## config.mk

```make
export PLATFORM = sky130hd
export DESIGN_NAME = svpt_walk_unit
export DESIGN_NICKNAME = d
export VERILOG_FILES = /design/src/svpt_pkg.sv /design/src/svpt_walk_unit.sv
export SDC_FILE = /design/constraint.sdc
export NUM_CORES = 1
export LEC_CHECK = 0
export ABC_CLOCK_PERIOD_IN_PS = 800
export BUFFER_PORTS_ARGS = -buffer_cell sky130_fd_sc_hd__buf_2
export CAP_MARGIN = 0
export CORE_AREA = 4 4 78 80
export DETAILED_ROUTE_END_ITERATION = 8
export DIE_AREA = 0 0 82 84
export MAX_ROUTING_LAYER = met4
export PLACE_DENSITY_LB_ADDON = 0.3
export SETUP_SLACK_MARGIN = 0.2
export SYNTH_ARGS = -nofsm -noshare
export SYNTH_HDL_FRONTEND = slang
export SYNTH_SLANG_ARGS = --single-unit
```

## constraint.sdc

```tcl
create_clock -name vclk -period 0.8
set_input_delay 0.04 -clock vclk [all_inputs]
set_output_delay 0.04 -clock vclk [all_outputs]
set_load 0.01 [all_outputs]
```

## src/svpt_pkg.sv

```systemverilog
package svpt_pkg;

  localparam int unsigned PPN_W   = 44;
  localparam int unsigned PA_W    = 56;
  localparam int unsigned VA_W    = 39;
  localparam int unsigned VPN_W   = 9;
  localparam int unsigned OFF_W   = 12;
  localparam int unsigned PTE_W   = 64;
  localparam int unsigned WADDR_W = 12;

  localparam int unsigned PTE_V_BIT   = 0;
  localparam int unsigned PTE_U_BIT   = 4;
  localparam int unsigned PTE_PPN_LSB = 10;

  localparam logic [1:0] STATUS_OK           = 2'd0;
  localparam logic [1:0] STATUS_OUT_OF_RANGE = 2'd1;
  localparam logic [1:0] STATUS_NOT_MAPPED   = 2'd2;
  localparam logic [1:0] STATUS_NOT_USER     = 2'd3;

  localparam logic REQ_WRITE = 1'b0;
  localparam logic REQ_XLATE = 1'b1;

  localparam logic CFG_ROOT_PPN     = 1'b0;
  localparam logic CFG_REQUIRE_USER = 1'b1;

  localparam logic [1:0] LEVEL_ROOT = 2'd2;

  typedef struct packed {
    logic             valid;
    logic             user;
    logic [PPN_W-1:0] ppn;
  } pte_info_t;

endpackage

```

## src/svpt_walk_unit.sv

```systemverilog
module svpt_walk_unit
  import svpt_pkg::*;
#(
  parameter int unsigned ADDR_W = 12
) (
  input  logic [PPN_W-1:0]  ppn_i,
  input  logic [VA_W-1:0]   va_i,
  input  logic [1:0]        level_i,
  input  logic [PTE_W-1:0]  entry_i,
  output logic [ADDR_W-1:0] addr_o,
  output pte_info_t         info_o
);

  logic [VPN_W-1:0]       vpn_idx;
  logic [PPN_W+VPN_W-1:0] table_word;

  always_comb begin
    unique case (level_i)
      2'd2:    vpn_idx = va_i[OFF_W+2*VPN_W +: VPN_W];
      2'd1:    vpn_idx = va_i[OFF_W+VPN_W +: VPN_W];
      2'd0:    vpn_idx = va_i[OFF_W +: VPN_W];
      default: vpn_idx = '0;
    endcase
  end

  // The store size is a power of two, so the wrap is a plain truncation.
  assign table_word = {ppn_i, vpn_idx};
  assign addr_o     = table_word[ADDR_W-1:0];

  assign info_o.valid = entry_i[PTE_V_BIT];
  assign info_o.user  = entry_i[PTE_U_BIT];
  assign info_o.ppn   = entry_i[PTE_PPN_LSB +: PPN_W];

endmodule

```

## After elaboration in Yosys (flattened, before gate mapping)

Cells that the tools add are included.

- Add/sub/neg operators: 0
- Multiply operators: 0
- Divide/modulo/power cells: 0
- Magnitude comparators: 0
- Eq/ne operators: 2
- Shift operators: 0
- Mux-type cells: 1
- Bitwise gates (word level): 0
- Reductions and logical operators: 1

Operator list:

| operator | count |
|---|---|
| $pmux W9 S3 | 1 |
| $eq A2 B1 Y1 const B | 1 |
| $eq A2 B2 Y1 const B | 1 |
| $logic_not A2 Y1 | 1 |

- Register bits after elaboration: 0
- Latch bits: 0
- Memory bits (writable): 0
- Memory bits (read-only): 0
- Input bits: 149
- Output and inout port bits: 58
- Word-level logic and storage cells: 4
- Memories kept: 0

## Longest topological paths before layout

- Depth in word-level cells: 2
- Mapped depth: 4
- Depth with buffers taken out: 2

## Worst setup path before layout

Ideal clock, no wire load.

- Kind: in2out
- Start point: input level_i[1]
- End point: output addr_o[0]
- Arrival time: 0.545 ns
- Required time: 0.760 ns
- Setup slack: 0.215 ns
- Cell stages on the path: 4
- Cells stage by stage: buf_6 nor2b_4 buf_6 o2bb2ai_1

- Longest elaborated chain between the ends: 2
- Elaborated cells between the ends (all ways): 4

RTL lines:

| element | line | RTL |
|---|---|---|
| start: declaration | svpt_walk_unit.sv:8 | `input logic [1:0] level_i,` |
| $eq A2 B1 Y1, or another cell as far along | svpt_walk_unit.sv:18 | `unique case (level_i)` |
| $pmux W9 S3 * | svpt_walk_unit.sv:18 |  |
| end: declaration | svpt_walk_unit.sv:10 | `output logic [ADDR_W-1:0] addr_o,` |

Every way passes the cells marked *; elsewhere a longest branch is shown, timed or not.

## Worst setup path after layout

- Start point: input level_i[0]
- End point: output addr_o[4]

Same word-level chain as after synthesis.

==> flow_summary.yaml <==
outcome:
  status: "completed"
sta:
  layout_min_cycle_time_ps: 693
  setup-violations-final: 0
  slew_headroom_pct: 86.1
  finalCritPeriodShare_pct: 86.6
  setup_tns_ps: 0
  max_freq_ghz: 1.44
  tightest_slew_ps: 202
  maxSlewViolCount: 0
  finalHoldViolations: 0
  rsz0062_at_grt: "true"
detailed_routing:
  wl_per_cell_um: 11.7
  drtPass1Iterations: 4
  wirelength_mm: 1.54
  vias: 409
  drc: 0
  ant_nets: 0
  met2_length_um: 764
  routed.top_layer: "met4"
  drtIter0Drc: 3
  wirelength_met1_um: 474
  wl_met3_um: 283
  via_per_inst: 3.10
flow_run:
  maxCapViolCount: 0
cells_and_area:
  seq_cell_count: 0
  n_fill_cell: 635
  final_area_sq_um: 576
  area.sequential_sq_um: 0
  drive_gt1_share_pct: 81.7
  n_clock_buffer: 0
  multi_input_area_sq_um: 235
  syn_to_final_growth_pct: -2.13
  diodes: 0
  fin_nets: 211
global_routing:
  grt_usage_pct: 3.93
  antenna_found_initial: 0
  grt_first_pass_wirelength_mm: 2.15
  grt_max_degree: 10
  grt_pass1_vias: 417
  gr-total-overflow: 0
floorplanning:
  rows: 27
  start_util_pct: 10.9
  fp.dieH_um: 84
  ioPinCount: 207
  die_w_um: 82
  core_area_sq_um: 5410
  dieArea_sq_um: 6890
power_and_ir_drop:
  power.internal_uw: 163
  powerDensity_nw_per_um2: 494
  pwr-share-comb_pct: 100.0
  pwr-share-seq_pct: 0
  vdd_ir_drop_max_v: 0.0000979
  switching_power_uw: 121
  switching_share_pct: 42.7
  p_clk_share_pct: 0
  total_leakage_power_nw: 0.269
worst_setup_path:
  end_kind: "output pin"
  setup.worst_path.class: "in -> out"
  cp.required_ps: 760
  crit_path_start_kind: "input pin"
  slowest_stage: "nor2b_4"
  crit_chain: "buf_12 -> nor2b_4 -> o2bb2ai_1 -> buf_2"
  cp_max_fo: 6
  crit_path_max_incr_delay_ps: 200
  arrival_ps: 650
yosys:
  synth_area_per_cell_sq_um: 8.28
  synthCells: 71
  ys_seq_area_share_pct: 0
  syn-num-nets: 220
  synth_warnings: 0
  synth_area_sq_um: 588
  yosysUniqueCellTypes: 6
clock_tree:
  post_cts_buffers: 0
  cts_hold_buf: 0
min_path:
  hp-class: "in -> out"
placement:
  finalWeightedCongestion: 0.616
  dpl_cell_area_sq_um: 470
  io_buffers: 38
## power by group through the flow
stage | sequential, mW | combinational, mW | clock, mW
2_1_floorplan | 0 | 0.370 | 0
3_3_place_gp | 0 | 0.223 | 0
3_5_place_dp | 0 | 0.223 | 0
4_1_cts | 0 | 0.284 | 0
5_1_grt | 0 | 0.309 | 0
6_report | 0 | 0.284 | 0
## placed cells by master, fill, tap and decap left out, drive strengths merged
cell type and n:
buf 40, mux2i 9, o2bb2ai 9, nor2b 2
## layout make-up
| class | count | area share [%] |
|---|---|---|
| Multi-Input combinational cell | 20 | 40.9 |
| Tap cell | 72 | 15.7 |
| Timing Repair Buffer | 40 | 43.5 |
## layer usage
metal	up-vias	GRT usage [%]
met5	-	-
met4	0	1.06
met3	8	1.62
met2	44	7.13
met1	185	3.72
li1	172	-
## cells in the mapped netlist
cell type | count | area [sq um]
nor2b_4 | 1 | 13.8
buf_8 | 1 | 15.0
buf_4 | 49 | 368
mux2i_1 | 9 | 90.1
o2bb2ai_1 | 9 | 78.8
buf_6 | 2 | 22.5
## through the flow
stage	power [mW]	hold WS, ps	util [%]	setup slack [ps]	instances
finish	0.284	80.0	10.6	107	132
global route	0.309	80.0	10.6	62.8	132
CTS	0.284	80.1	10.5	105	132
detailed placement	0.223	80.1	8.70	-65.5	130
global placement	0.223	80.1	8.70	-65.3	130
floorplan	0.370	172	-	215	71
## logic make-up (layout without fill, tap and decap cells)
| group | count (synthesis) | in the layout | synth area share, % |
|---|---|---|---|
| compound gates | 9 | 9 | 13.4 |
| buf+inv | 52 | 40 | 68.9 |
| mux | 9 | 9 | 15.3 |
| simple gates | 1 | 2 | 2.34 |
## what timing repair did
action | 4_1_cts | 5_1_grt
pin swaps | 4 | 0
gates cloned | 2 | 0
resized for setup | 14 | 1
setup endpoints to repair | 9 | 9
## critical path, delay by kind of cell
kind | cells | cell delay, ps
AO/OA/AOI/OAI | 1 | 140
AND/OR/NAND/NOR | 1 | 200
buffers and inverters | 2 | 270
## path summary, 6_finish.rpt
check,startpoint,endpoint,cells past startpoint
hold / removal,entry_i[25],info_o[15],0
setup / recovery,level_i[0],addr_o[4],4
No activity file was read; power rests on OpenSTA's default activity.
